$ cat src/rtl/core/assert_macros.svh
// Assertion macros shared by the RTL that carries checks.
`ifndef ASSERT_MACROS_SVH
`define ASSERT_MACROS_SVH

`ifndef SYNTHESIS
// Same-cycle implication, disabled while reset is asserted.
`define ASSERT_IMPLIES(lbl, clk_s, rstn_s, ante, cons) \
  lbl: assert property (@(posedge clk_s) disable iff (!rstn_s) (ante) |-> (cons)) \
    else $error("implication check failed");
// Next-cycle implication, disabled while reset is asserted.
`define ASSERT_NEXT(lbl, clk_s, rstn_s, ante, cons) \
  lbl: assert property (@(posedge clk_s) disable iff (!rstn_s) (ante) |=> (cons)) \
    else $error("next-cycle check failed");
`else
`define ASSERT_IMPLIES(lbl, clk_s, rstn_s, ante, cons)
`define ASSERT_NEXT(lbl, clk_s, rstn_s, ante, cons)
`endif

`endif

$ cat src/rtl/core/rcs_pkg.sv
// Types and constants for the region RGB565 color statistics core.
`default_nettype none

package rcs_pkg;

  localparam int REG_W     = 11;
  localparam int CFG_IDX_W = 3;
  localparam int PIX_W     = 16;
  localparam int RB_W      = 5;
  localparam int G_W       = 6;
  localparam int QUO_W     = 6;

  localparam logic [RB_W-1:0] RB_FULL = 5'h1F;
  localparam logic [G_W-1:0]  G_FULL  = 6'h3F;

  localparam logic [REG_W-1:0] FRAME_WIDTH_RST = 11'd160;
  localparam logic [REG_W-1:0] WIN_LEFT_RST    = 11'd60;
  localparam logic [REG_W-1:0] WIN_TOP_RST     = 11'd40;
  localparam logic [REG_W-1:0] WIN_RIGHT_RST   = 11'd100;
  localparam logic [REG_W-1:0] WIN_BOTTOM_RST  = 11'd80;

  typedef enum logic [CFG_IDX_W-1:0] {
    REG_FRAME_WIDTH = 3'd0,
    REG_WIN_LEFT    = 3'd1,
    REG_WIN_TOP     = 3'd2,
    REG_WIN_RIGHT   = 3'd3,
    REG_WIN_BOTTOM  = 3'd4
  } cfg_reg_t;

  typedef struct packed {
    logic [REG_W-1:0] frame_width;
    logic [REG_W-1:0] win_left;
    logic [REG_W-1:0] win_top;
    logic [REG_W-1:0] win_right;
    logic [REG_W-1:0] win_bottom;
  } cfg_t;

  typedef struct packed {
    logic [PIX_W-1:0] pixel_value;
    logic             end_of_frame;
  } in_item_t;

  typedef struct packed {
    logic [RB_W-1:0] avg_red;
    logic [G_W-1:0]  avg_green;
    logic [RB_W-1:0] avg_blue;
    logic [RB_W-1:0] min_red;
    logic [G_W-1:0]  min_green;
    logic [RB_W-1:0] min_blue;
    logic [RB_W-1:0] max_red;
    logic [G_W-1:0]  max_green;
    logic [RB_W-1:0] max_blue;
    logic            empty_window;
  } out_item_t;

  typedef struct packed {
    logic [RB_W-1:0] r_min;
    logic [G_W-1:0]  g_min;
    logic [RB_W-1:0] b_min;
    logic [RB_W-1:0] r_max;
    logic [G_W-1:0]  g_max;
    logic [RB_W-1:0] b_max;
  } minmax_t;

  typedef struct packed {
    logic busy;
    logic done;
  } div_stat_t;

endpackage

`default_nettype wire

$ cat src/rtl/core/region_rgb565_color_stats_core.sv
// Top level: region color statistics over an RGB565 pixel stream.
//
//   channel | direction | handshake            | payload
//   --------+-----------+----------------------+-------------------------------
//   in_     | input     | in_valid / in_stall  | rcs_pkg::in_item_t  (pixel, eof)
//   out_    | output    | out_valid / out_stall| rcs_pkg::out_item_t (stats)
//   cfg_    | input     | cfg_valid / cfg_ready| 3-bit register index, 11-bit data
//
// Pixels without end of frame go in at one item per cycle; the accumulator
// registers update on each accepted pixel. An end-of-frame item closes the
// frame: the shared divider then runs three divisions, one 6-bit quotient
// per channel, each launched from ST_LOAD and awaited in ST_DIV, before the
// result register loads from ST_OUT; an empty window skips the divider. The
// load waits while the previous result is still stalled. in_stall stays high for that span.
// Synchronous active-low reset restores the register defaults and clears
// all accumulators. cfg_ready is always high.
`default_nettype none
`include "assert_macros.svh"

module region_rgb565_color_stats_core #(
  parameter int MAX_DIM = 1024
) (
  input  wire logic                              clk,
  input  wire logic                              rst_n,
  // pixel items
  input  wire logic                              in_valid,
  output logic                                   in_stall,
  input  wire rcs_pkg::in_item_t                 in_data,
  // result items
  output logic                                   out_valid,
  input  wire logic                              out_stall,
  output rcs_pkg::out_item_t                     out_data,
  // register writes
  input  wire logic                              cfg_valid,
  output logic                                   cfg_ready,
  input  wire logic [rcs_pkg::CFG_IDX_W-1:0]     cfg_index,
  input  wire logic [rcs_pkg::REG_W-1:0]         cfg_data
);

  localparam int CAP    = MAX_DIM * MAX_DIM;
  localparam int CNT_W  = $clog2(CAP + 1);
  localparam int RSUM_W = CNT_W + rcs_pkg::RB_W;
  localparam int GSUM_W = CNT_W + rcs_pkg::G_W;

  typedef enum logic [1:0] {
    ST_IDLE,   // taking pixels
    ST_LOAD,   // launch division for current channel
    ST_DIV,    // wait for quotient
    ST_OUT     // hand result to output register
  } state_t;

  typedef enum logic [1:0] {
    CH_RED,
    CH_GREEN,
    CH_BLUE
  } chan_t;

  // ---------------------------------------------------------------------------
  // Configuration registers
  // ---------------------------------------------------------------------------
  rcs_pkg::cfg_t cfg_r;
  logic          cfg_wr;

  assign cfg_ready = 1'b1;
  assign cfg_wr    = cfg_valid && cfg_ready;

  always_ff @(posedge clk) begin
    if (!rst_n) begin
      cfg_r.frame_width <= rcs_pkg::FRAME_WIDTH_RST;
      cfg_r.win_left    <= rcs_pkg::WIN_LEFT_RST;
      cfg_r.win_top     <= rcs_pkg::WIN_TOP_RST;
      cfg_r.win_right   <= rcs_pkg::WIN_RIGHT_RST;
      cfg_r.win_bottom  <= rcs_pkg::WIN_BOTTOM_RST;
    end else if (cfg_wr) begin
      case (cfg_index)
        rcs_pkg::REG_FRAME_WIDTH: cfg_r.frame_width <= cfg_data;
        rcs_pkg::REG_WIN_LEFT:    cfg_r.win_left    <= cfg_data;
        rcs_pkg::REG_WIN_TOP:     cfg_r.win_top     <= cfg_data;
        rcs_pkg::REG_WIN_RIGHT:   cfg_r.win_right   <= cfg_data;
        rcs_pkg::REG_WIN_BOTTOM:  cfg_r.win_bottom  <= cfg_data;
        default: ;  // unmapped index: write dropped
      endcase
    end
  end

  // ---------------------------------------------------------------------------
  // Accumulator and shared divider
  // ---------------------------------------------------------------------------
  state_t state_r, state_nxt;
  chan_t  ch_r, ch_nxt;

  logic in_acc, acc_clr, div_start, out_load, out_take;

  logic [CNT_W-1:0]  acc_cnt;
  logic [RSUM_W-1:0] acc_rsum, acc_bsum;
  logic [GSUM_W-1:0] acc_gsum;
  rcs_pkg::minmax_t  acc_mm;

  logic [GSUM_W-1:0]              div_dividend;
  rcs_pkg::div_stat_t             div_stat;
  logic [rcs_pkg::QUO_W-1:0]      div_quo;

  assign in_stall = (state_r != ST_IDLE);
  assign in_acc   = in_valid && !in_stall;

  rcs_accum #(
    .MAX_DIM (MAX_DIM)
  ) u_accum (
    .clk      (clk),
    .rst_n    (rst_n),
    .cfg_i    (cfg_r),
    .pix_en_i (in_acc),
    .pixel_i  (in_data.pixel_value),
    .clr_i    (acc_clr),
    .cnt_o    (acc_cnt),
    .rsum_o   (acc_rsum),
    .gsum_o   (acc_gsum),
    .bsum_o   (acc_bsum),
    .mm_o     (acc_mm)
  );

  always_comb begin
    case (ch_r)
      CH_RED:   div_dividend = GSUM_W'(acc_rsum);
      CH_GREEN: div_dividend = acc_gsum;
      CH_BLUE:  div_dividend = GSUM_W'(acc_bsum);
      default:  div_dividend = '0;
    endcase
  end

  rcs_divider #(
    .CNT_W (CNT_W),
    .SUM_W (GSUM_W)
  ) u_divider (
    .clk        (clk),
    .rst_n      (rst_n),
    .start_i    (div_start),
    .dividend_i (div_dividend),
    .divisor_i  (acc_cnt),
    .stat_o     (div_stat),
    .quo_o      (div_quo)
  );

  // ---------------------------------------------------------------------------
  // Sequencer and output register
  // ---------------------------------------------------------------------------
  logic [rcs_pkg::RB_W-1:0] avg_r_r, avg_r_nxt, avg_b_r, avg_b_nxt;
  logic [rcs_pkg::G_W-1:0]  avg_g_r, avg_g_nxt;
  logic                     out_valid_r, out_valid_nxt;
  rcs_pkg::out_item_t       out_data_r, out_data_nxt, res;
  logic                     empty;

  assign empty    = (acc_cnt == '0);
  assign out_take = out_valid_r && !out_stall;
  assign out_load = (state_r == ST_OUT) && (!out_valid_r || !out_stall);

  always_comb begin
    res.empty_window = empty;
    res.avg_red      = empty ? '0 : avg_r_r;
    res.avg_green    = empty ? '0 : avg_g_r;
    res.avg_blue     = empty ? '0 : avg_b_r;
    res.min_red      = empty ? '0 : acc_mm.r_min;
    res.min_green    = empty ? '0 : acc_mm.g_min;
    res.min_blue     = empty ? '0 : acc_mm.b_min;
    res.max_red      = empty ? '0 : acc_mm.r_max;
    res.max_green    = empty ? '0 : acc_mm.g_max;
    res.max_blue     = empty ? '0 : acc_mm.b_max;
  end

  always_comb begin
    state_nxt     = state_r;
    ch_nxt        = ch_r;
    avg_r_nxt     = avg_r_r;
    avg_g_nxt     = avg_g_r;
    avg_b_nxt     = avg_b_r;
    div_start     = 1'b0;
    acc_clr       = 1'b0;
    out_data_nxt  = out_data_r;
    out_valid_nxt = out_valid_r;

    if (out_take) out_valid_nxt = 1'b0;

    case (state_r)
      ST_IDLE: begin
        if (in_acc && in_data.end_of_frame) begin
          state_nxt = ST_LOAD;
          ch_nxt    = CH_RED;
        end
      end
      ST_LOAD: begin
        // empty window skips the divider entirely
        if (empty) begin
          state_nxt = ST_OUT;
        end else begin
          div_start = 1'b1;
          state_nxt = ST_DIV;
        end
      end
      ST_DIV: begin
        if (div_stat.done) begin
          case (ch_r)
            CH_RED:   avg_r_nxt = div_quo[rcs_pkg::RB_W-1:0];
            CH_GREEN: avg_g_nxt = div_quo[rcs_pkg::G_W-1:0];
            CH_BLUE:  avg_b_nxt = div_quo[rcs_pkg::RB_W-1:0];
            default: ;
          endcase
          case (ch_r)
            CH_RED:   begin ch_nxt = CH_GREEN; state_nxt = ST_LOAD; end
            CH_GREEN: begin ch_nxt = CH_BLUE;  state_nxt = ST_LOAD; end
            default:  state_nxt = ST_OUT;
          endcase
        end
      end
      ST_OUT: begin
        if (out_load) begin
          out_data_nxt  = res;
          out_valid_nxt = 1'b1;
          acc_clr       = 1'b1;
          state_nxt     = ST_IDLE;
        end
      end
      default: state_nxt = ST_IDLE;
    endcase
  end

  always_ff @(posedge clk) begin
    if (!rst_n) begin
      state_r     <= ST_IDLE;
      ch_r        <= CH_RED;
      out_valid_r <= 1'b0;
    end else begin
      state_r     <= state_nxt;
      ch_r        <= ch_nxt;
      out_valid_r <= out_valid_nxt;
    end
    avg_r_r    <= avg_r_nxt;
    avg_g_r    <= avg_g_nxt;
    avg_b_r    <= avg_b_nxt;
    out_data_r <= out_data_nxt;
  end

  assign out_valid = out_valid_r;
  assign out_data  = out_data_r;

  // ---------------------------------------------------------------------------
  // Checks
  // ---------------------------------------------------------------------------
  `ASSERT_IMPLIES(a_div_only_in_div, clk, rst_n, div_stat.busy || div_stat.done, state_r == ST_DIV)
  `ASSERT_NEXT(a_load_moves_on, clk, rst_n, state_r == ST_LOAD, state_r == ST_DIV || state_r == ST_OUT)
  `ASSERT_NEXT(a_clear_after_out, clk, rst_n, out_load, acc_cnt == '0 && out_valid)

endmodule

`default_nettype wire

$ cat src/rtl/core/rcs_accum.sv
// Raster position tracking and per-channel window accumulation.
`default_nettype none

module rcs_accum #(
  parameter int MAX_DIM = 1024,
  localparam int DIM_W  = $clog2(MAX_DIM),
  localparam int CAP    = MAX_DIM * MAX_DIM,
  localparam int CNT_W  = $clog2(CAP + 1),
  localparam int RSUM_W = CNT_W + rcs_pkg::RB_W,
  localparam int GSUM_W = CNT_W + rcs_pkg::G_W
) (
  input  wire logic                          clk,
  input  wire logic                          rst_n,
  input  wire rcs_pkg::cfg_t                 cfg_i,
  input  wire logic                          pix_en_i,
  input  wire logic [rcs_pkg::PIX_W-1:0]     pixel_i,
  input  wire logic                          clr_i,
  output logic [CNT_W-1:0]                   cnt_o,
  output logic [RSUM_W-1:0]                  rsum_o,
  output logic [GSUM_W-1:0]                  gsum_o,
  output logic [RSUM_W-1:0]                  bsum_o,
  output rcs_pkg::minmax_t                   mm_o
);

  // compare width: holds any register value, MAX_DIM and position + 1
  localparam int BASE_W = (DIM_W + 1 > rcs_pkg::REG_W) ? DIM_W + 1 : rcs_pkg::REG_W;
  localparam int CW     = BASE_W + 1;

  logic [DIM_W-1:0]  col_r, col_nxt, row_r, row_nxt;
  logic [CNT_W-1:0]  cnt_r, cnt_nxt;
  logic [RSUM_W-1:0] rsum_r, rsum_nxt, bsum_r, bsum_nxt;
  logic [GSUM_W-1:0] gsum_r, gsum_nxt;
  rcs_pkg::minmax_t  mm_r, mm_nxt, mm_rst;

  logic [CW-1:0] fw, eff_w, col_inc, row_inc, col_x, row_x;
  logic [rcs_pkg::RB_W-1:0] r_px, b_px;
  logic [rcs_pkg::G_W-1:0]  g_px;
  logic in_win, take;

  always_comb begin
    mm_rst.r_min = rcs_pkg::RB_FULL;
    mm_rst.g_min = rcs_pkg::G_FULL;
    mm_rst.b_min = rcs_pkg::RB_FULL;
    mm_rst.r_max = '0;
    mm_rst.g_max = '0;
    mm_rst.b_max = '0;

    r_px = pixel_i[15:11];
    g_px = pixel_i[10:5];
    b_px = pixel_i[4:0];

    fw = CW'(cfg_i.frame_width);
    if (fw == '0) begin
      eff_w = CW'(1);
    end else if (fw > CW'(MAX_DIM)) begin
      eff_w = CW'(MAX_DIM);
    end else begin
      eff_w = fw;
    end

    col_x   = CW'(col_r);
    row_x   = CW'(row_r);
    col_inc = col_x + CW'(1);
    row_inc = row_x + CW'(1);

    in_win = (col_x >= CW'(cfg_i.win_left)) && (col_x < CW'(cfg_i.win_right)) &&
             (row_x >= CW'(cfg_i.win_top))  && (row_x < CW'(cfg_i.win_bottom));
    take   = in_win && (cnt_r < CNT_W'(CAP));

    col_nxt  = col_r;
    row_nxt  = row_r;
    cnt_nxt  = cnt_r;
    rsum_nxt = rsum_r;
    gsum_nxt = gsum_r;
    bsum_nxt = bsum_r;
    mm_nxt   = mm_r;

    if (clr_i) begin
      col_nxt  = '0;
      row_nxt  = '0;
      cnt_nxt  = '0;
      rsum_nxt = '0;
      gsum_nxt = '0;
      bsum_nxt = '0;
      mm_nxt   = mm_rst;
    end else if (pix_en_i) begin
      if (take) begin
        cnt_nxt  = cnt_r + CNT_W'(1);
        rsum_nxt = rsum_r + RSUM_W'(r_px);
        gsum_nxt = gsum_r + GSUM_W'(g_px);
        bsum_nxt = bsum_r + RSUM_W'(b_px);
        if (r_px < mm_r.r_min) mm_nxt.r_min = r_px;
        if (r_px > mm_r.r_max) mm_nxt.r_max = r_px;
        if (g_px < mm_r.g_min) mm_nxt.g_min = g_px;
        if (g_px > mm_r.g_max) mm_nxt.g_max = g_px;
        if (b_px < mm_r.b_min) mm_nxt.b_min = b_px;
        if (b_px > mm_r.b_max) mm_nxt.b_max = b_px;
      end
      if (col_inc >= eff_w) begin
        col_nxt = '0;
        row_nxt = (row_inc >= CW'(MAX_DIM)) ? '0 : row_inc[DIM_W-1:0];
      end else begin
        col_nxt = col_inc[DIM_W-1:0];
      end
    end
  end

  always_ff @(posedge clk) begin
    if (!rst_n) begin
      col_r  <= '0;
      row_r  <= '0;
      cnt_r  <= '0;
      rsum_r <= '0;
      gsum_r <= '0;
      bsum_r <= '0;
      mm_r   <= mm_rst;
    end else begin
      col_r  <= col_nxt;
      row_r  <= row_nxt;
      cnt_r  <= cnt_nxt;
      rsum_r <= rsum_nxt;
      gsum_r <= gsum_nxt;
      bsum_r <= bsum_nxt;
      mm_r   <= mm_nxt;
    end
  end

  assign cnt_o  = cnt_r;
  assign rsum_o = rsum_r;
  assign gsum_o = gsum_r;
  assign bsum_o = bsum_r;
  assign mm_o   = mm_r;

endmodule

`default_nettype wire

$ cat src/rtl/core/rcs_divider.sv
// Shared restoring divider: one quotient bit per cycle, short quotient.
`default_nettype none

module rcs_divider #(
  parameter int CNT_W = 21,
  parameter int SUM_W = 27
) (
  input  wire logic                          clk,
  input  wire logic                          rst_n,
  input  wire logic                          start_i,
  input  wire logic [SUM_W-1:0]              dividend_i,
  input  wire logic [CNT_W-1:0]              divisor_i,
  output rcs_pkg::div_stat_t                 stat_o,
  output logic [rcs_pkg::QUO_W-1:0]          quo_o
);

  localparam int QW    = rcs_pkg::QUO_W;
  localparam int DEN_W = CNT_W + QW - 1;
  localparam int STP_W = $clog2(QW + 1);

  logic [SUM_W-1:0] rem_r, rem_nxt, den_x;
  logic [DEN_W-1:0] den_r, den_nxt;
  logic [QW-1:0]    quo_r, quo_nxt;
  logic [STP_W-1:0] step_r, step_nxt;
  logic             busy_r, busy_nxt, done_r, done_nxt, ge;

  always_comb begin
    den_x    = SUM_W'(den_r);
    ge       = rem_r >= den_x;
    rem_nxt  = rem_r;
    den_nxt  = den_r;
    quo_nxt  = quo_r;
    step_nxt = step_r;
    busy_nxt = busy_r;
    done_nxt = 1'b0;
    if (start_i) begin
      rem_nxt  = dividend_i;
      den_nxt  = {divisor_i, {(QW-1){1'b0}}};
      quo_nxt  = '0;
      step_nxt = STP_W'(QW);
      busy_nxt = 1'b1;
    end else if (busy_r) begin
      // divisor is pre-shifted by one less than the quotient width and walks down a bit per step
      rem_nxt  = ge ? rem_r - den_x : rem_r;
      den_nxt  = den_r >> 1;
      quo_nxt  = {quo_r[QW-2:0], ge};
      step_nxt = step_r - STP_W'(1);
      if (step_r == STP_W'(1)) begin
        busy_nxt = 1'b0;
        done_nxt = 1'b1;
      end
    end
  end

  always_ff @(posedge clk) begin
    if (!rst_n) begin
      busy_r <= 1'b0;
      done_r <= 1'b0;
      step_r <= '0;
    end else begin
      busy_r <= busy_nxt;
      done_r <= done_nxt;
      step_r <= step_nxt;
    end
    rem_r <= rem_nxt;
    den_r <= den_nxt;
    quo_r <= quo_nxt;
  end

  assign stat_o.busy = busy_r;
  assign stat_o.done = done_r;
  assign quo_o       = quo_r;

endmodule

`default_nettype wire

$ cat config.mk
export PLATFORM = sky130hd
export DESIGN_NAME = region_rgb565_color_stats_core
export DESIGN_NICKNAME = d
export VERILOG_FILES = /design/src/rtl/core/rcs_pkg.sv /design/src/rtl/core/region_rgb565_color_stats_core.sv /design/src/rtl/core/rcs_accum.sv /design/src/rtl/core/rcs_divider.sv
export VERILOG_INCLUDE_DIRS = /design/src /design/src/rtl/core
export SDC_FILE = /design/constraint.sdc
export NUM_CORES = 1
export LEC_CHECK = 0
export BUFFER_PORTS_ARGS = -buffer_cell sky130_fd_sc_hd__buf_4
export CORE_AREA = 4 4 255 257
export CTS_BUF_LIST = sky130_fd_sc_hd__clkbuf_16
export CTS_CLUSTER_DIAMETER = 200
export DETAILED_ROUTE_END_ITERATION = 8
export DIE_AREA = 0 0 259 261
export GPL_ROUTABILITY_DRIVEN = 0
export PLACE_DENSITY_LB_ADDON = 0.1
export SYNTH_ARGS = -nofsm -noshare
export SYNTH_HDL_FRONTEND = slang
export SYNTH_SLANG_ARGS = --single-unit
$ cat constraint.sdc
create_clock -name clk -period 3.2 [get_ports clk]
set_input_delay 0.16 -clock clk [delete_from_list [all_inputs] [get_ports clk]]
set_output_delay 0.16 -clock clk [all_outputs]
set_load 0.005 [all_outputs]
==> After elaboration in Yosys (flattened, before gate mapping) <==
Cells that the tools add are included.
{ "word_totals": {"register_bits": 341, "out_inout_bits": 52, "wordCells": 158} }
{ "op_classes": {"addsub": 8, "n_lt_le_gt_ge": 15, "eq_ne": 14, "muxes": 33, "n_bitwise": 2, "n_reduce_logical": 45} }
{ "op_table": {"columns": ["operator", "count"], "rows": [
  ["two-way mux 27 bit", 3],
  ["one-hot mux 27 bit (3 select lines)", 1],
  ["adder 26 x 5 -> 26 bit", 2],
  ["two-way mux 26 bit", 2],
  ["AND reduction 3 bit", 10],
  ["adder 27 x 6 -> 27 bit", 1],
  [">= comparator 27 x 26 -> 1 bit", 1],
  ["subtractor 27 x 26 -> 27 bit", 1],
  ["adder 10 x 1 -> 11 bit, second input constant", 2],
  [">= comparator 10 x 11 -> 1 bit", 2],
  ["< comparator 10 x 11 -> 1 bit", 2],
  ["adder 21 x 1 -> 21 bit, second input constant", 1],
  ["zero test 21 bit", 1],
  ["< comparator 21 bit, second input constant", 1],
  ["two-way mux 10 bit", 2],
  ["AND reduction 2 bit", 9],
  [">= comparator 12 x 11 -> 1 bit, second input constant", 1],
  [">= comparator 12 bit", 1],
  ["two-way mux 1 bit", 12],
  ["two-way mux 12 bit", 1],
  ["two-way mux 2 bit", 6],
  ["> comparator 11 bit, second input constant", 1],
  ["zero test 11 bit", 1],
  ["two-way mux 11 bit", 1],
  ["26 further kinds", 52]
]} }

==> Longest topological paths before layout <==
Gate-level depths: netlist (run 1).
{ "depth": {"ltp_word": 6, "ltp_mapped": 14, "mapped_depth_nobuf": 13} }

==> Cells and area by module <==
A second synthesis (run 1) with hierarchy kept.
{ "hier_totals": {"hier_cells": 2114, "area_unflattened_um2": 18845.6} }
{ "by_module_without_submodules": {"columns": ["module", "n_inst", "cells_per_inst", "area_per_inst_um2", "seq_area_each_um2"], "rows": [
  ["rcs_accum", 1, 1171, 9495.4, 3042.9],
  ["region_rgb565_color_stats_core", 1, 506, 5225.0, 3153.0],
  ["rcs_divider", 1, 437, 4125.2, 1761.7]
]} }

==> Worst setup path after synthesis (run 1) <==
OpenSTA, ideal clock, no wires.
{ "synth_timing": {"kind": "reg2reg", "startpoint": "register u_accum.col_r[0]", "endpoint": "register u_accum.col_r[1]", "t_arrival_ps": 2903, "path_slack_ps": 226, "stages_incl_launch_ff": 14, "period_less_slack_ps": 2974, "cell_sequence": "dfxtp_1 -> ha_1 -> nand3_1 -> nor2_1 -> and3_1 -> xor2_1 -> ha_1 -> a2111o_1 -> a211oi_1 -> o21ai_1 -> and2_0 -> nand2b_1 -> clkbuf_1 -> a21oi_1"} }
{ "synth_between": {"elab_chain_cells": 3} }
{ "synth_lines": {"columns": ["item", "line", "rtl"], "rows": [
  ["start, declared", "rcs_accum.sv:29", "logic [DIM_W-1:0] col_r, col_nxt, row_r, row_nxt;"],
  ["start signal, assigned", "rcs_accum.sv:118", "col_r <= col_nxt;"],
  ["adder 10 x 1 -> 11 bit (*)", "rcs_accum.sv:63", "col_inc = col_x + CW'(1);"],
  [">= comparator 12 bit", "rcs_accum.sv:99", "if (col_inc >= eff_w) begin"],
  ["two-way mux 10 bit (*)", "rcs_accum.sv:99", null]
]} }
Every way passes the cells marked *; elsewhere a longest branch is shown, timed or not.
A chain may end at the register's enable or synchronous reset.

==> Worst setup path in the final report (run 1) <==
{ "layout_timing": {"startpoint": "register u_divider.rem_r[0]", "endpoint": "register u_divider.rem_r[20], data pin"} }
{ "layout_between": {"elab_chain_cells": 4} }
{ "layout_lines": {"columns": ["item", "line", "rtl"], "rows": [
  ["start, declared", "rcs_divider.sv:21", "logic [SUM_W-1:0] rem_r, rem_nxt, den_x;"],
  ["start signal, assigned", "rcs_divider.sv:65", "rem_r <= rem_nxt;"],
  ["subtractor 27 x 26 -> 27 bit", "rcs_divider.sv:44", "rem_nxt = ge ? rem_r - den_x : rem_r;"],
  ["two-way mux 27 bit", "rcs_divider.sv:44", null],
  ["two-way mux 27 bit", "rcs_divider.sv:42", "end else if (busy_r) begin"],
  ["two-way mux 27 bit", "rcs_divider.sv:36", "if (start_i) begin"],
  ["via u_divider.rem_nxt[20]", "rcs_divider.sv:21", null]
]} }
The timed path passes the listed nets, and every way through them passes these cells. The select of a mux whose other input is x is not followed.

==> results of run 1 <==
[worst paths after layout]
check,cells past startpoint,slack (ns),to
setup / recovery,12,0.17,u_divider.rem_r[20]$_DFFE_PP_
hold / removal,4,0.12,cfg_r[40]$_SDFFE_PN0P_
setup reg to reg,12,0.17,u_divider.rem_r[20]$_DFFE_PP_
hold reg to reg,0,0.43,avg_g_r[5]$_DFFE_PP_
[Yosys cell counts, types with 5 or more instances]
cell type | n | area, µm²
o21a_1 | 23 | 173
a21o_1 | 35 | 263
nand2b_1 | 24 | 150
or4_1 | 19 | 143
buf_2 | 16 | 80.1
o21ai_0 | 63 | 315
a211oi_1 | 24 | 180
nand3_1 | 83 | 415
o31ai_1 | 32 | 240
nor2b_1 | 36 | 225
or2_2 | 5 | 31.3
nand4_1 | 37 | 231
inv_1 | 147 | 552
a21boi_0 | 49 | 368
nand4b_1 | 7 | 61.3
a21oi_1 | 112 | 561
and3_1 | 33 | 206
mux2i_1 | 56 | 561
xnor2_1 | 52 | 455
and4_1 | 8 | 70.1
or3_1 | 11 | 68.8
a31oi_1 | 17 | 106
buf_1 | 5 | 18.8
o21bai_1 | 6 | 45.0
clkbuf_1 | 77 | 289
ha_1 | 126 | 1580
o211ai_1 | 22 | 165
dfxtp_1 | 228 | 4560
and2_1 | 10 | 62.6
nor4_1 | 24 | 150
xor2_1 | 47 | 412
nand2_1 | 271 | 1020
nor3_1 | 29 | 145
nor2_1 | 173 | 649
edfxtp_1 | 113 | 3390
[final cells by class]
type / instances / area (µm²) / share of cell area
clock buffer: 43 / 1080 / 0.0483
clock inverter: 31 / 239 / 0.0107
inverter: 149 / 559 / 0.0251
multi-input combinational: 1496 / 9760 / 0.438
sequential: 341 / 7960 / 0.357
tap: 846 / 1060 / 0.0475
timing repair buffer: 194 / 1620 / 0.0729
[per-stage QoR]
| step | instances | power, µW | utilization |
|---|---|---|---|
| after floorplan | 2087 | 4900 | - |
| after global placement | 2992 | 5140 | 0.328 |
| after detailed placement | 2992 | 5140 | 0.328 |
| after CTS | 3098 | 9870 | 0.354 |
| after global routing | 3100 | 10100 | 0.355 |
| final | 3100 | 9700 | 0.355 |
[state kept, by name (all words and copies together), names as in the netlist]
signal	count
u_divider.done_r	1
avg_b_r	5
avg_g_r	6
u_accum.row_r	10
u_accum.cnt_o	21
cfg_r	55
u_divider.step_r	3
u_divider.quo_o	6
avg_r_r	5
ch_r	2
u_divider.busy_r	1
u_accum.mm_o	32
u_accum.rsum_o	26
u_divider.rem_r	27
u_divider.den_r	26
u_accum.col_r	10
state_r	2
u_accum.gsum_o	27
u_accum.bsum_o	26
out_valid	1
out_data	49
[power breakdown]
| part | switching [µW] | internal (µW) |
|---|---|---|
| registers | 35.1 | 4510 |
| clock network | 1950 | 2670 |
| logic | 312 | 222 |
| total | 2300 | 7400 |
[metal layers]
metal  vias up  track usage  share of wire
met4         2       0.0565          0.036
li1       7639            -              -
met5         -            0        0.00013
met2       256        0.259           0.45
met3        98       0.0277          0.038
met1      7140        0.216           0.48
[cells by family after synthesis]
logic type	synth area share
other	0.000201
buffers and inverters	0.0523
flip-flops	0.427
AO/OA/AOI/OAI	0.153
adder cells (fa/ha/maj)	0.0889
XOR/XNOR	0.0466
AND/OR/NAND/NOR	0.201
multiplexers	0.0301
[worst register-to-register path: stages (launching register included)]
cell      delay (ns)
edfxtp_1        0.32
inv_1           0.04
ha_1            0.20
fa_1            0.41
nor2b_1         0.16
o31a_1          0.19
o41ai_1         0.08
buf_4           0.15
o21ba_2         0.21
o21ai_1         0.26
a41oi_1         0.27
or4_1           0.52
nand3_1         0.08
[what timing repair did]
item                                    CTS  global route
resized for setup                         1            12
endpoints found under the setup margin    1            50
hold buffers                             32             0
buffers inserted                          0             2
pin swaps                                 0             1
hold endpoints to repair                 98             0
==> impl_metrics.env, run 1 <==
export IMPL_hold_violations=0
export IMPL_grt_pass1_wl_um=85500
export IMPL_port_buffers=86
export IMPL_cts_root_buf="clkbuf_16"
export IMPL_nNetsFinal=2389
export IMPL_finClkSkew_ns=0.0353
export IMPL_grt_pass1_vias=14800
export IMPL_cp_arrival_ns=3.46
export IMPL_post_drt_wl_per_cell_um=17.7
export IMPL_io_pins=88
export IMPL_grt_usage=0.160
export IMPL_slowest_delay_ns=0.52
export IMPL_drc=0
export IMPL_max_clock_freq_mhz=330
export IMPL_rsz0062_at_grt="no"
export IMPL_vias=15100
export IMPL_slowest_stage="or4_1"
export IMPL_layout_min_cycle_time_ns=3.03
export IMPL_final_layout_size_suffix_gt1_frac=0.114
export IMPL_fin_area_um2=22300
export IMPL_globalRouteOverflowTotal=0
export IMPL_pre_cts_slack_ns=0.0275
export IMPL_antenna_found_initial=1
export IMPL_critical_path_required_ns=3.63
export IMPL_async_reset_ff_frac=0
export IMPL_fillers=6455
export IMPL_path_max_fanout=3
export IMPL_synth_nets=2253
export IMPL_yosys_register_bits=341
export IMPL_worstSkewPairLatency_ns=0.58
export IMPL_row_count=92
export IMPL_die_area_um2=67600
export IMPL_worstMarginPinSlew_ns=0.976
export IMPL_powerDensity_nw_per_um2=436
export IMPL_core_area_um2=62700
export IMPL_syn_area_um2=18600
export IMPL_grt_start_max_net_pins=52
export IMPL_finalSetupTns_ns=0
export IMPL_status="finished clean"
export IMPL_area_growth_pct=19.6
export IMPL_yosysSeqAreaShare=0.427
export IMPL_crit_buf_inv=2
export IMPL_drt_iter0_drc=816
export IMPL_fin_ws_ns=0.171
export IMPL_end_kind="flip-flop"
export IMPL_clk_path_buf_depth=3
export IMPL_ir_drop_mv=0.354
export IMPL_start_util=0.297
export IMPL_final_common_cell="nand2_1"
export IMPL_routed_wl_um=55000
export IMPL_hold_path_class="in -> reg"
export IMPL_critPathLaunch="u_divider.rem_r[0]$_DFFE_PP_"
export IMPL_fin_crit_sh=0.947
export IMPL_hpwl_um=40200
export IMPL_max_cap_violations=0
export IMPL_setup_viol=0
export IMPL_path_cells="inv_1 -> ha_1 -> fa_1 -> nor2b_1 -> o31a_1 -> o41ai_1 -> buf_4 -> o21ba_2 -> o21ai_1 -> a41oi_1 -> or4_1 -> nand3_1"
export IMPL_via_per_inst=4.88
export IMPL_antennaDiodeCount=0
export IMPL_placed_area_um2=20600
export IMPL_cp_start_kind="flip-flop"
export IMPL_cellLeakagePower_uw=0.00864
export IMPL_final_cell_mix="nand2_1, dfxtp_1, nor2_1, buf_4, inv_1"
export IMPL_cts_sinks=341
export IMPL_antenna_left=0
export IMPL_synth_edf_count=113
export IMPL_cts_clk_slew_worst_paths_ns=0.06
export IMPL_fp_dieW_um=259
export IMPL_worstSetupPathType="reg -> reg"
export IMPL_ys_warn_count=0
export IMPL_h_tree_depth=2
export IMPL_tritoncts="done"
export IMPL_slew_violations=0
export IMPL_synth_avg_cell_area_um2=8.93
export IMPL_drt_pass1_iter_count=5
export IMPL_numCtsBuffers=41
export IMPL_crit_family="compound AO/OA/AOI/OAI gates"
export IMPL_hold_slack_ns=0.123
export IMPL_syn_inst=2087
export IMPL_slew_headroom=0.347
export IMPL_reg2reg_from="u_divider.rem_r[0]$_DFFE_PP_"
export IMPL_synth_ff_type="dfxtp_1"
export IMPL_synth_cell_types=79
export IMPL_die_y_um=261
export IMPL_hp_start="cfg_index[1]"
Note: power is estimated with default switching activity, not from simulation.
==> run 2, diff against run 1 <==
==> constraint.sdc (replaced) <==
create_clock -name clk -period 3.2 [get_ports clk]
set_input_delay 0.32 -clock clk [delete_from_list [all_inputs] [get_ports clk]]
set_output_delay 0.32 -clock clk [all_outputs]
set_load 0.005 [all_outputs]
==> run 2 against run 1 <==
Effect of this change: flip-flop and latch count stayed put; combinational power down 6.4%; sequential power is essentially flat; die area stayed put; final cell count shrank 1.1%; largest power group unchanged; global-route usage is 0.058 points higher; hold slack got worse by 0.089 ns; register-to-register slack better by 0.06 ns; largest cell class unchanged.
==> impl_metrics.env, run 2 (synthesis results as in run 1) <==
export IMPL_drt_pass1_iter_count=5
export IMPL_final_layout_size_suffix_gt1_frac=0.114
export IMPL_end_kind="flip-flop"
export IMPL_post_drt_wl_per_cell_um=17.8
export IMPL_placed_area_um2=20500
export IMPL_internal_power_uw=7700
export IMPL_cts_sinks=341
export IMPL_layout_min_cycle_time_ns=2.97
export IMPL_globalRouteOverflowTotal=0
export IMPL_final_common_cell="nand2_1"
export IMPL_powerDensity_nw_per_um2=457
export IMPL_multi_input_area_um2=9760
export IMPL_max_clock_freq_mhz=337
export IMPL_min_to="u_accum.mm_o[30]$_SDFFE_PP1P_"
export IMPL_cts_root_buf="clkbuf_16"
export IMPL_grt_pass1_vias=15000
export IMPL_slowest_stage="or4_1"
export IMPL_finalSetupTns_ns=0
export IMPL_clk_path_buf_depth=3
export IMPL_seq_power_share=0.451
export IMPL_routed_top_layer="met5"
export IMPL_worstMarginPinSlew_ns=1.04
export IMPL_rrSetupSlack_ns=0.23
export IMPL_cts_clk_slew_worst_paths_ns=0.06
export IMPL_h_tree_depth=2
export IMPL_drt_iter0_drc=909
export IMPL_antenna_left=0
export IMPL_top_register="cfg_r"
export IMPL_area_sequential_um2=7960
export IMPL_cellLeakagePower_uw=0.00852
export IMPL_crit_family="compound AO/OA/AOI/OAI gates"
export IMPL_die_area_um2=67600
export IMPL_power_share_clock=0.500
export IMPL_final_cell_mix="nand2_1, dfxtp_1, nor2_1, inv_1, buf_4"
export IMPL_die_y_um=261
export IMPL_grt_usage=0.160
export IMPL_antennaDiodeCount=0
export IMPL_fillers=6503
export IMPL_wl_met2_um=25200
export IMPL_drt_met1_wl_um=26000
export IMPL_status="finished clean"
export IMPL_ir_drop_mv=0.325
export IMPL_hp_start="in_data[15]"
export IMPL_utilization=0.352
export IMPL_cp_arrival_ns=3.40
export IMPL_antenna_found_initial=1
export IMPL_fin_area_um2=22100
export IMPL_io_pins=88
export IMPL_max_cap_violations=0
export IMPL_hpwl_um=39900
export IMPL_largest_register_ffs=55
export IMPL_slew_headroom=0.305
export IMPL_path_max_fanout=3
export IMPL_numCtsBuffers=43
export IMPL_critical_path_required_ns=3.63
export IMPL_path_cells="inv_1 -> ha_1 -> fa_1 -> nor2b_1 -> o31a_1 -> o41ai_1 -> buf_4 -> o21ba_2 -> o21ai_2 -> a41oi_1 -> or4_1 -> nand3_1"
export IMPL_crit_buf_inv=2
export IMPL_fp_dieW_um=259
export IMPL_start_util=0.297
export IMPL_r2r_end="u_divider.rem_r[20]$_DFFE_PP_"
export IMPL_worstSetupPathType="reg -> reg"
export IMPL_r2r_cells=12
export IMPL_dr_wl_met3_um=2020
export IMPL_p_sw_uw=2380
export IMPL_tritoncts="done"
export IMPL_hold_violations=0
export IMPL_cp_start_kind="flip-flop"
export IMPL_switching_share=0.236
export IMPL_core_area_um2=62700
export IMPL_comb_power_share=0.050
export IMPL_row_count=92
export IMPL_fin_crit_sh=0.927
export IMPL_fin_ws_ns=0.232
export IMPL_finClkSkew_ns=0.0284
export IMPL_port_buffers=86
export IMPL_grt_start_max_net_pins=66
export IMPL_hold_path_class="in -> reg"
export IMPL_via_per_inst=4.90
export IMPL_slew_violations=0
export IMPL_nNetsFinal=2351
export IMPL_grt_pass1_wl_um=85900
export IMPL_drc=0
export IMPL_pre_cts_slack_ns=0.00304
export IMPL_reg2reg_from="u_divider.rem_r[0]$_DFFE_PP_"
export IMPL_totalPowerFinal_uw=10100
export IMPL_holdPathStages=3
export IMPL_vias=15000
export IMPL_worstSkewPairLatency_ns=0.59
export IMPL_rsz0062_at_grt="yes"
export IMPL_routed_wl_um=54600
export IMPL_slowest_delay_ns=0.51
export IMPL_area_growth_pct=18.4
export IMPL_setup_viol=0
## run 2: changes by cell type in the layout (fill, tap and decap cells not counted), moves of 3 or more
cell and change:
buf_4 -12, bufinv_16 +3, dlygate4sd3_1 -28, inv_1 -3
## run 2: routing by layer
layer,up-vias,global-route usage
li1,7575,-
met1,7127,0.217
met2,222,0.266
met3,83,0.0239
met4,2,0.0507
met5,-,0
## run 2: power groups by stage
stage	Combinational, µW	Sequential, µW	Clock (µW)
finish	501	4540	5040
global route	564	4550	5370
CTS	510	4540	5200
detailed placement	503	4640	0
global placement	500	4630	0
floorplan	278	4620	0
## run 2: worst register-to-register path: cells and delay by family, from the launching register on
family	cells	cell delay, ns
AOI/OAI and AO/OA	5	0.93
and+or+nand+nor	3	0.80
adders and majority gates	2	0.59
DFF	1	0.32
buffers and inverters	2	0.19
## run 2: worst max path at each step
stage                                  startpoint                       endpoint  slack [ns]  cells after the start
floorplan           u_accum.col_r[0]$_SDFFE_PP0P_  u_accum.col_r[1]$_SDFFE_PP0P_        0.23                     13
detailed placement  u_accum.col_r[0]$_SDFFE_PP0P_  u_accum.col_r[1]$_SDFFE_PP0P_       0.003                     12
global route        u_accum.col_r[0]$_SDFFE_PP0P_  u_accum.row_r[7]$_SDFFE_PP0P_      -0.004                     13
global placement    u_accum.col_r[0]$_SDFFE_PP0P_  u_accum.col_r[1]$_SDFFE_PP0P_        0.12                     12
CTS                 u_accum.col_r[0]$_SDFFE_PP0P_  u_accum.row_r[3]$_SDFFE_PP0P_        0.01                     13
finish               u_divider.rem_r[0]$_DFFE_PP_  u_divider.rem_r[20]$_DFFE_PP_        0.23                     12
## run 2: final cells by class
cell class | count | share of cell area
clock buffers | 44 | 0.0499
flip-flops and latches | 341 | 0.361
well taps | 846 | 0.0480
multi-input cells | 1496 | 0.443
repair buffers | 154 | 0.0568
inverters | 149 | 0.0254
clock inverters | 35 | 0.0162
## run 2: repair_timing
item / CTS / global route
endpoints found under the hold margin: 6 / 0
pin swaps: 0 / 1
setup buffers: 0 / 2
gates resized for setup: 1 / 13
endpoints found under the setup margin: 1 / 58
hold buffers: 4 / 0
## run 2: through the flow
| stage | instances | hold slack [ns] |
|---|---|---|
| after CTS | 3063 | 0.00560 |
| final | 3065 | 0.0342 |
| after detailed placement | 2980 | 0.428 |
| after global routing | 3065 | 0.0195 |
| after global placement | 2980 | 0.419 |
| after floorplan | 2087 | 0.408 |
